$ cat src/rtl/tclf_pkg.sv
`timescale 1ns / 1ps

package tclf_pkg;

  localparam int TABLE_ENTRIES = 8;
  localparam int IDX_W = (TABLE_ENTRIES > 1) ? $clog2(TABLE_ENTRIES) : 1;
  localparam int CNT_W = $clog2(TABLE_ENTRIES + 1);
  localparam int LIM_W = 4;
  localparam logic [LIM_W-1:0] LIMIT_RESET = 4'd5;

  typedef enum logic [1:0] {
    ENT_CLOSED      = 2'd0,
    ENT_SYN_WAIT    = 2'd1,
    ENT_ESTABLISHED = 2'd2,
    ENT_FIN_WAIT    = 2'd3
  } ent_t;

  typedef enum logic [2:0] {
    EV_NONE        = 3'd0,
    EV_OPENED      = 3'd1,
    EV_ESTABLISHED = 3'd2,
    EV_FIN         = 3'd3,
    EV_CLOSED      = 3'd4
  } ev_t;

  typedef enum logic [2:0] {
    OP_PASS  = 3'd0,
    OP_OPEN  = 3'd1,
    OP_ESTAB = 3'd2,
    OP_FIN   = 3'd3,
    OP_OTHER = 3'd4
  } op_t;

  typedef enum logic [1:0] {
    S_IDLE   = 2'd0,
    S_MATCH  = 2'd1,
    S_COMMIT = 2'd2
  } st_t;

  typedef struct packed {
    op_t         op;
    logic [31:0] src_ip;
    logic [31:0] dst_ip;
    logic [15:0] src_port;
    logic [15:0] dst_port;
    logic [31:0] seq_num;
    logic [31:0] ack_num;
  } req_t;

  typedef struct packed {
    logic             claimed;
    logic [IDX_W-1:0] slot;
    logic             closing;
  } chain_t;

endpackage

$ cat src/rtl/tclf_cell.sv
`timescale 1ns / 1ps

module tclf_cell
  import tclf_pkg::*;
(
  input  logic             clk,
  input  logic             rst_n,
  input  logic [IDX_W-1:0] idx,
  input  req_t             req,
  input  logic             match_en,
  input  logic             commit_en,
  input  logic             open_ok,
  input  chain_t           chain_in,
  output chain_t           chain_out,
  output logic             open_o
);

  ent_t        state_r, state_nxt;
  logic [31:0] addr_r;
  logic [15:0] port_r;
  logic [31:0] seq_r;

  logic hit_closed_r, hit_syn_r, hit_est_r, hit_fw_r, hit_any_r;
  logic src_eq, dst_eq, hit, take;

  assign src_eq = (addr_r == req.src_ip) && (port_r == req.src_port);
  assign dst_eq = (addr_r == req.dst_ip) && (port_r == req.dst_port);

  always_ff @(posedge clk) begin
    if (match_en) begin
      hit_closed_r <= (state_r == ENT_CLOSED);
      hit_syn_r    <= (state_r == ENT_SYN_WAIT) && (req.ack_num == seq_r + 32'd1);
      hit_est_r    <= (state_r == ENT_ESTABLISHED) && dst_eq;
      hit_fw_r     <= (state_r == ENT_FIN_WAIT) && src_eq;
      hit_any_r    <= (state_r != ENT_CLOSED) && (src_eq || dst_eq);
    end
  end

  always_comb begin
    case (req.op)
      OP_OPEN:  hit = hit_closed_r && open_ok;
      OP_ESTAB: hit = hit_syn_r;
      OP_FIN:   hit = hit_est_r || hit_fw_r;
      OP_OTHER: hit = hit_any_r;
      default:  hit = 1'b0;
    endcase
  end

  assign take              = hit && !chain_in.claimed;
  assign chain_out.claimed = chain_in.claimed || hit;
  assign chain_out.slot    = take ? idx : chain_in.slot;
  assign chain_out.closing = take ? (!hit_est_r && hit_fw_r) : chain_in.closing;
  assign open_o            = (state_r != ENT_CLOSED);

  always_comb begin
    state_nxt = state_r;
    if (commit_en && take) begin
      case (req.op)
        OP_OPEN:  state_nxt = ENT_SYN_WAIT;
        OP_ESTAB: state_nxt = ENT_ESTABLISHED;
        OP_FIN:   state_nxt = hit_est_r ? ENT_FIN_WAIT : ENT_CLOSED;
        default:  state_nxt = state_r;
      endcase
    end
  end

  always_ff @(posedge clk) begin
    if (!rst_n) begin
      state_r <= ENT_CLOSED;
    end else begin
      state_r <= state_nxt;
    end
  end

  always_ff @(posedge clk) begin
    if (commit_en && take && (req.op == OP_OPEN)) begin
      addr_r <= req.dst_ip;
      port_r <= req.dst_port;
      seq_r  <= req.seq_num;
    end
  end

endmodule

$ cat src/rtl/tcp_connection_limit_filter_unit.sv
`timescale 1ns / 1ps
// A request accepted at in_* is registered, matched into registered hit flags in each cell,
// then committed along the cell chain; its result is registered into out_*.
// A new request is taken in the commit cycle; a held result stalls commit and input.
// Reset (rst_n low at a clock edge): all table entries closed, open count zero,
// connection limit five, no result pending. No clearing pass is needed.

module tcp_connection_limit_filter_unit
  import tclf_pkg::*;
(
  input  logic             clk,
  input  logic             rst_n,
  input  logic             cfg_we,
  input  logic [LIM_W-1:0] cfg_wdata,
  input  logic             in_valid,
  output logic             in_stall,
  input  logic             in_is_tcp,
  input  logic [31:0]      in_src_ip,
  input  logic [31:0]      in_dst_ip,
  input  logic [15:0]      in_src_port,
  input  logic [15:0]      in_dst_port,
  input  logic [31:0]      in_seq_num,
  input  logic [31:0]      in_ack_num,
  input  logic             in_syn_flag,
  input  logic             in_ack_flag,
  input  logic             in_fin_flag,
  output logic             out_valid,
  input  logic             out_stall,
  output logic             out_pass,
  output logic [2:0]       out_event_res,
  output logic [2:0]       out_slot,
  output logic [3:0]       out_open_count
);

  st_t              state_r, state_nxt;
  req_t             req_r;
  op_t              op_dec;
  logic [LIM_W-1:0] limit_r;
  logic [CNT_W-1:0] open_total_r, open_total_nxt;
  logic             out_valid_r, out_valid_nxt;
  logic             pass_r, pass_nxt;
  ev_t              ev_r, ev_nxt;
  logic [2:0]       slot_r, slot_nxt;
  logic             accept, match_en, commit_go, open_ok;
  chain_t           chain [TABLE_ENTRIES+1];
  chain_t           last;
  logic [TABLE_ENTRIES-1:0] open_vec;

  always_comb begin
    if (!in_is_tcp) begin
      op_dec = OP_PASS;
    end else if (in_syn_flag && !in_ack_flag) begin
      op_dec = OP_OPEN;
    end else if (in_syn_flag) begin
      op_dec = OP_ESTAB;
    end else if (in_fin_flag) begin
      op_dec = OP_FIN;
    end else begin
      op_dec = OP_OTHER;
    end
  end

  always_comb begin
    state_nxt = state_r;
    match_en  = 1'b0;
    commit_go = 1'b0;
    in_stall  = 1'b1;
    case (state_r)
      S_IDLE: begin
        in_stall = 1'b0;
      end
      S_MATCH: begin
        match_en  = 1'b1;
        state_nxt = S_COMMIT;
      end
      S_COMMIT: begin
        if (!out_valid_r || !out_stall) begin
          commit_go = 1'b1;
          in_stall  = 1'b0;
          state_nxt = S_IDLE;
        end
      end
      default: begin
        state_nxt = S_IDLE;
      end
    endcase
    accept = in_valid && !in_stall;
    if (accept) begin
      state_nxt = S_MATCH;
    end
  end

  always_ff @(posedge clk) begin
    if (!rst_n) begin
      state_r <= S_IDLE;
    end else begin
      state_r <= state_nxt;
    end
  end

  always_ff @(posedge clk) begin
    if (accept) begin
      req_r.op       <= op_dec;
      req_r.src_ip   <= in_src_ip;
      req_r.dst_ip   <= in_dst_ip;
      req_r.src_port <= in_src_port;
      req_r.dst_port <= in_dst_port;
      req_r.seq_num  <= in_seq_num;
      req_r.ack_num  <= in_ack_num;
    end
  end

  always_ff @(posedge clk) begin
    if (!rst_n) begin
      limit_r <= LIMIT_RESET;
    end else if (cfg_we) begin
      limit_r <= cfg_wdata;
    end
  end

  assign open_ok  = 8'(open_total_r) < 8'(limit_r);
  assign chain[0] = '0;

  for (genvar i = 0; i < TABLE_ENTRIES; i++) begin : g_cell
    tclf_cell u_cell (
      .clk       (clk),
      .rst_n     (rst_n),
      .idx       (IDX_W'(i)),
      .req       (req_r),
      .match_en  (match_en),
      .commit_en (commit_go),
      .open_ok   (open_ok),
      .chain_in  (chain[i]),
      .chain_out (chain[i+1]),
      .open_o    (open_vec[i])
    );
  end

  assign last = chain[TABLE_ENTRIES];

  always_comb begin
    pass_nxt       = last.claimed;
    ev_nxt         = EV_NONE;
    slot_nxt       = 3'd0;
    open_total_nxt = open_total_r;
    case (req_r.op)
      OP_PASS: begin
        pass_nxt = 1'b1;
      end
      OP_OPEN: begin
        if (last.claimed) begin
          ev_nxt         = EV_OPENED;
          slot_nxt       = 3'(last.slot);
          open_total_nxt = open_total_r + CNT_W'(1);
        end
      end
      OP_ESTAB: begin
        if (last.claimed) begin
          ev_nxt   = EV_ESTABLISHED;
          slot_nxt = 3'(last.slot);
        end
      end
      OP_FIN: begin
        if (last.claimed) begin
          slot_nxt = 3'(last.slot);
          if (last.closing) begin
            ev_nxt = EV_CLOSED;
            if (open_total_r != '0) begin
              open_total_nxt = open_total_r - CNT_W'(1);
            end
          end else begin
            ev_nxt = EV_FIN;
          end
        end
      end
      default: begin
        ev_nxt = EV_NONE;
      end
    endcase
    out_valid_nxt = out_valid_r && out_stall;
    if (commit_go) begin
      out_valid_nxt = 1'b1;
    end
  end

  always_ff @(posedge clk) begin
    if (!rst_n) begin
      open_total_r <= '0;
      out_valid_r  <= 1'b0;
    end else begin
      out_valid_r <= out_valid_nxt;
      if (commit_go) begin
        open_total_r <= open_total_nxt;
      end
    end
  end

  always_ff @(posedge clk) begin
    if (commit_go) begin
      pass_r <= pass_nxt;
      ev_r   <= ev_nxt;
      slot_r <= slot_nxt;
    end
  end

  assign out_valid      = out_valid_r;
  assign out_pass       = pass_r;
  assign out_event_res  = ev_r;
  assign out_slot       = slot_r;
  assign out_open_count = 4'(open_total_r);

  a_count_matches_cells: assert property (@(posedge clk) disable iff (!rst_n)
    $countones(open_vec) == int'(open_total_r))
    else $error("open count differs from cells in use");

  a_accept_to_match: assert property (@(posedge clk) disable iff (!rst_n)
    accept |=> state_r == S_MATCH)
    else $error("accepted request did not enter match");

  a_open_increments: assert property (@(posedge clk) disable iff (!rst_n)
    commit_go && ev_nxt == EV_OPENED |=> open_total_r == $past(open_total_r) + CNT_W'(1))
    else $error("open did not advance the count");

  a_no_commit_when_blocked: assert property (@(posedge clk) disable iff (!rst_n)
    state_r == S_COMMIT && out_valid_r && out_stall |=> state_r == S_COMMIT)
    else $error("commit left while result was held");

endmodule
$ cat config.mk
export PLATFORM = sky130hd
export DESIGN_NAME = tcp_connection_limit_filter_unit
export DESIGN_NICKNAME = d
export VERILOG_FILES = /design/src/rtl/tclf_pkg.sv /design/src/rtl/tclf_cell.sv /design/src/rtl/tcp_connection_limit_filter_unit.sv
export SDC_FILE = /design/constraint.sdc
export NUM_CORES = 2
export LEC_CHECK = 0
export BUFFER_PORTS_ARGS = -buffer_cell sky130_fd_sc_hd__buf_2
export CORE_UTILIZATION = 35
export DETAILED_ROUTE_END_ITERATION = 12
export GPL_TIMING_DRIVEN = 0
export PLACE_DENSITY = 0.62
export SYNTH_ARGS = -nofsm -noshare
export SYNTH_HDL_FRONTEND = slang
export SYNTH_SLANG_ARGS = --single-unit
export TNS_END_PERCENT = 20
$ cat constraint.sdc
create_clock -name clk -period 10.26 [get_ports clk]
set_clock_uncertainty 0.05 [all_clocks]
set_input_delay 0 -clock clk [delete_from_list [all_inputs] [get_ports clk]]
set_output_delay 0 -clock clk [all_outputs]
set_load 0.1 [all_outputs]
==> metrics.md <==
| Metric | Value |
|---|---|
| Number of global-route vias before repair | 32300 |
| Maximum frequency from static timing analysis | 220 MHz |
| Flip-flop and latch count after synthesis | 877 |
| Final worst-path cycle share | 44.2% |
| Layout Area Growth over Synthesis | 23.5% |
| Cell class contributing the biggest share of worst-path delay | simple AND/OR/NAND/NOR gates |
| Chain of cells forming the critical path | ha_1 > or3b_2 > o2111ai_1 > and2_1 > a221oi_1 > nand3_1 > nor2_4 > buf_12 |
| Core Box Area | 0.128 mm^2 |
| Transition time at the pin with the least slew margin | 1350 ps |
| Highest metal layer used by the detailed router | met5 |
| Antenna-violating nets left | 0 |
| Die outline width | 362 um |
| Netlist area before placement | 0.0454 mm^2 |
| Cell at the root of the clock tree | sky130_fd_sc_hd__clkbuf_16 |
| Maximum clock path buffer count | 3 |
| RePlAce Congestion | 1.06 |
| Pre-CTS setup slack | 5830 ps |
| WP data required | 10620 ps |
| Pre-antenna DRT Iters | 6 |
| WL met1 | 69400 um |
| Switching power as a share of total power | 25.0% |
| Clock period minus worst slack | 4540 ps |
| Startpoint-to-endpoint class of the critical path | flip-flop to flip-flop |
| Final max-slew violation count | 0 |
| Port Buf Inserts | 184 |
| Delay of the slowest cell on the worst path | 990 ps |
| Met3 layer wire length in the routed design | 15400 um |
| Final WS setup | 5720 ps |
| Sequential cell fraction of total power | 47.2% |
| Pin count of the biggest net entering global routing | 74 |
| Wire length after detailed routing | 173000 um |
| Maximum capacitance violations | 0 |
| Number of enable flip-flop cells after synthesis | 850 |
| Relative slew slack | 10.2% |
| TritonCTS clock tree | built |
| GR Overflow Total | 0 |
| Number of distinct library cells after synthesis | 80 |
| Number of ports placed on the die boundary | 186 |
| Routed wirelength normalized by instance count | 28.2 um |
| Power share of the clock group | 43.6% |
| Register area share after synthesis | 57.4% |
| Count of synthesis-stage warnings from yosys | 0 |
| Total clock buffers created by CTS | 101 |
| Number of design rule violations left after detail routing | 0 |
| Starting Density | 35.4% |
| Post-route standard cell area excluding fillers | 0.0561 mm^2 |
| Count of vias placed by the detailed router | 33900 |
| Post-layout net count | 4505 |
| Top fanout value on the critical path | 23 |
| Leakage power of the design | 17.3 nW |
| Number of buffers and inverters on the critical path | 1 |
| Number of rows created at floorplan | 131 |
| Antenna violations before repair | 4 |
| Met2 wire len | 77400 um |
| Sink Count | 877 |
| Kind of end point of the critical path | flip-flop |
| VDD IR max | 136 uV |
| RSZ-0062 raised after global routing | no |
| Fill cell instance count of the final layout | 11900 |
| Total routing resource utilization after global routing | 25.9% |
| Worst min path class | input pin to flip-flop |
| Outcome | finished, final reports clean |
| Combinational fraction of design power | 9.2% |
| Clock-pin transition on the worst setup and hold timing paths | 60 ps |
| Category of the worst setup path launch point | flip-flop |
| Final count of negative-setup-slack endpoints | 0 |
| Total power divided by cell area | 154 mW/mm^2 |
| H-Tree Depth | 3 |
| Cells after synthesis | 3647 |
| DIE AREA | 0.131 mm^2 |
| Buffers inserted during post-CTS setup optimization | 0 |
| Internal power summed over all cells | 0.00649 W |
| Via count normalized by instance count | 5.52 |
| Share of post-route cells with drive strength above 1 | 9.58% |
| Clock latency on the worst-skew pair | 740 ps |
| Post-synthesis async set-or-reset flop share | 0% |
| Max stage delay cell, worst path | sky130_fd_sc_hd__a221oi_1 |
| Dominant register cell in the synthesized netlist | sky130_fd_sc_hd__edfxtp_1 |
| Count of routing violations after the opening detailed-route iteration | 4453 |
| Post-synth net total | 3834 |
| Post-DP HPWL | 131000 um |
| Number of hold-slack violations in the final timing report | 0 |
| Instance area at placement | 0.0492 mm^2 |
| Post-Synthesis Mean Instance Area | 12.4 um^2 |
| Die boundary height | 362 um |
| Switching component of the power | 0.00216 W |
| First-pass GRT wire length | 239000 um |
| Arr. time, crit path | 4890 ps |
## final timing paths
kind                                   startpoint                         end  slack [ps]  cells after the start
worst min register to register          out_valid                   out_valid         490                      2
worst max register to register  out_open_count[1]  g_cell[1].u_cell.port_r[5]        5720                      8
worst max-delay path            out_open_count[1]  g_cell[1].u_cell.port_r[5]        5720                      8
worst min-delay path                    out_stall                   out_valid          60                      4
## layout by cell type (no fill, tap or decap), drive strengths merged, types with 77 or more instances in the layout
master	instances
nand2	145
xnor2	974
xor2	128
nor4	89
nor2	146
nand3	116
dlygate4sd3	345
buf	240
nand4	251
edfxtp	850
clkbuf	280
a21oi	77
## cells in the mapped netlist (all sizes together) (7+ instances only)
cell,number,area share [%]
o31ai,11,0.18
and2,19,0.26
and3b,8,0.15
dfxtp,27,1.2
o22ai,7,0.096
inv,43,0.36
nor3b,28,0.46
nor4b,10,0.19
o211ai,19,0.31
buf,17,0.17
o32ai,11,0.21
mux2i,29,0.64
o21ai,52,0.57
mux2,7,0.17
nand4,251,3.5
o211a,10,0.22
or3,12,0.17
nand2b,25,0.34
nand2,145,1.2
clkbuf,157,1.3
and4,25,0.48
nor2,146,1.2
nor4,89,1.3
a211o,8,0.15
a211oi,43,0.71
a31oi,27,0.37
a21boi,8,0.13
nor2b,16,0.22
edfxtp,850,56
a21oi,77,0.85
nand4b,15,0.29
ha,13,0.36
or4,21,0.36
xor2,128,2.5
and3,41,0.56
nand3,116,1.3
nor3,64,0.72
o311ai,12,0.23
xnor2,974,19
## routing by layer
layer	global-route usage [%]	vias up
li1	-	14900
met1	34.1	16800
met2	40.8	1826
met3	4.29	371
met4	14.0	2
met5	0	-
## worst min-delay path, delay by kind of cell
kind	cells	cell delay, ps
compound gates	1	60
buf+inv	2	670
simple gates	1	70
## through the flow
| stage | total power (W) | instances | hold WS, ps | TNS (ps) | util (%) |
|---|---|---|---|---|---|
| 4_1_cts | 0.00868 | 6133 | 3.41 | 0 | 43.8 |
| 3_3_place_gp | 0.00483 | 5560 | 126 | -524770 | 37.8 |
| 6_report | 0.00865 | 6134 | 63.4 | 0 | 43.8 |
| 3_5_place_dp | 0.00483 | 5599 | 128 | 0 | 38.4 |
| 5_1_grt | 0.00886 | 6133 | 60.1 | 0 | 43.8 |
| 2_1_floorplan | 0.00450 | 3647 | 48.9 | 0 | - |
## registers in the layout, indices dropped and copies added, names as in the netlist, 8 cells and up
signal / flops
g_cell.u_cell.seq_r: 256
g_cell.u_cell.hit_syn_r: 8
g_cell.u_cell.hit_closed_r: 8
g_cell.u_cell.hit_est_r: 8
g_cell.u_cell.state_r: 16
req_r: 163
g_cell.u_cell.port_r: 128
g_cell.u_cell.addr_r: 256
g_cell.u_cell.hit_fw_r: 8
g_cell.u_cell.hit_any_r: 8
## layout make-up
class / instances / area, um^2 / area share [%]
Clock buffer: 123 / 2620 / 4.67
Tap cell: 1729 / 2160 / 3.86
Clock inverter: 66 / 776 / 1.38
Multi-Input combinational cell: 2551 / 18600 / 33.1
Antenna cell: 1 / 2.50 / 0.00446
Sequential cell: 877 / 26100 / 46.5
Buffer: 174 / 664 / 1.18
Timing Repair Buffer: 568 / 5040 / 8.99
Inverter: 45 / 169 / 0.301
## cell families (layout without fill, tap and decap cells)
| group | count (synthesis) | count (layout) | share of synthesized area [%] |
|---|---|---|---|
| multiplexers | 36 | 36 | 0.813 |
| flip-flops | 877 | 877 | 57.4 |
| other | 0 | 1 | 0 |
| XOR/XNOR | 1102 | 1102 | 21.3 |
| buffers and inverters | 219 | 976 | 1.84 |
| AO/OA/AOI/OAI | 348 | 348 | 5.30 |
| adder cells (fa/ha/maj) | 14 | 14 | 0.402 |
| AND/OR/NAND/NOR | 1051 | 1051 | 13.0 |
## power groups by stage
stage | sequential (W) | combinational, W | clock [W]
after CTS | 0.00408 | 0.000772 | 0.00382
after floorplan | 0.00411 | 0.000388 | 0
final | 0.00409 | 0.000793 | 0.00377
after global routing | 0.00409 | 0.000820 | 0.00395
after detailed placement | 0.00416 | 0.000669 | 0
after global placement | 0.00417 | 0.000661 | 0
## repair_timing
| action | 4_1_cts | 5_1_grt |
|---|---|---|
| hold endpoints to repair | 221 | 0 |
| resized for setup | 0 | 0 |
| hold buffers | 345 | 0 |
(Power assumes the default switching activity.)
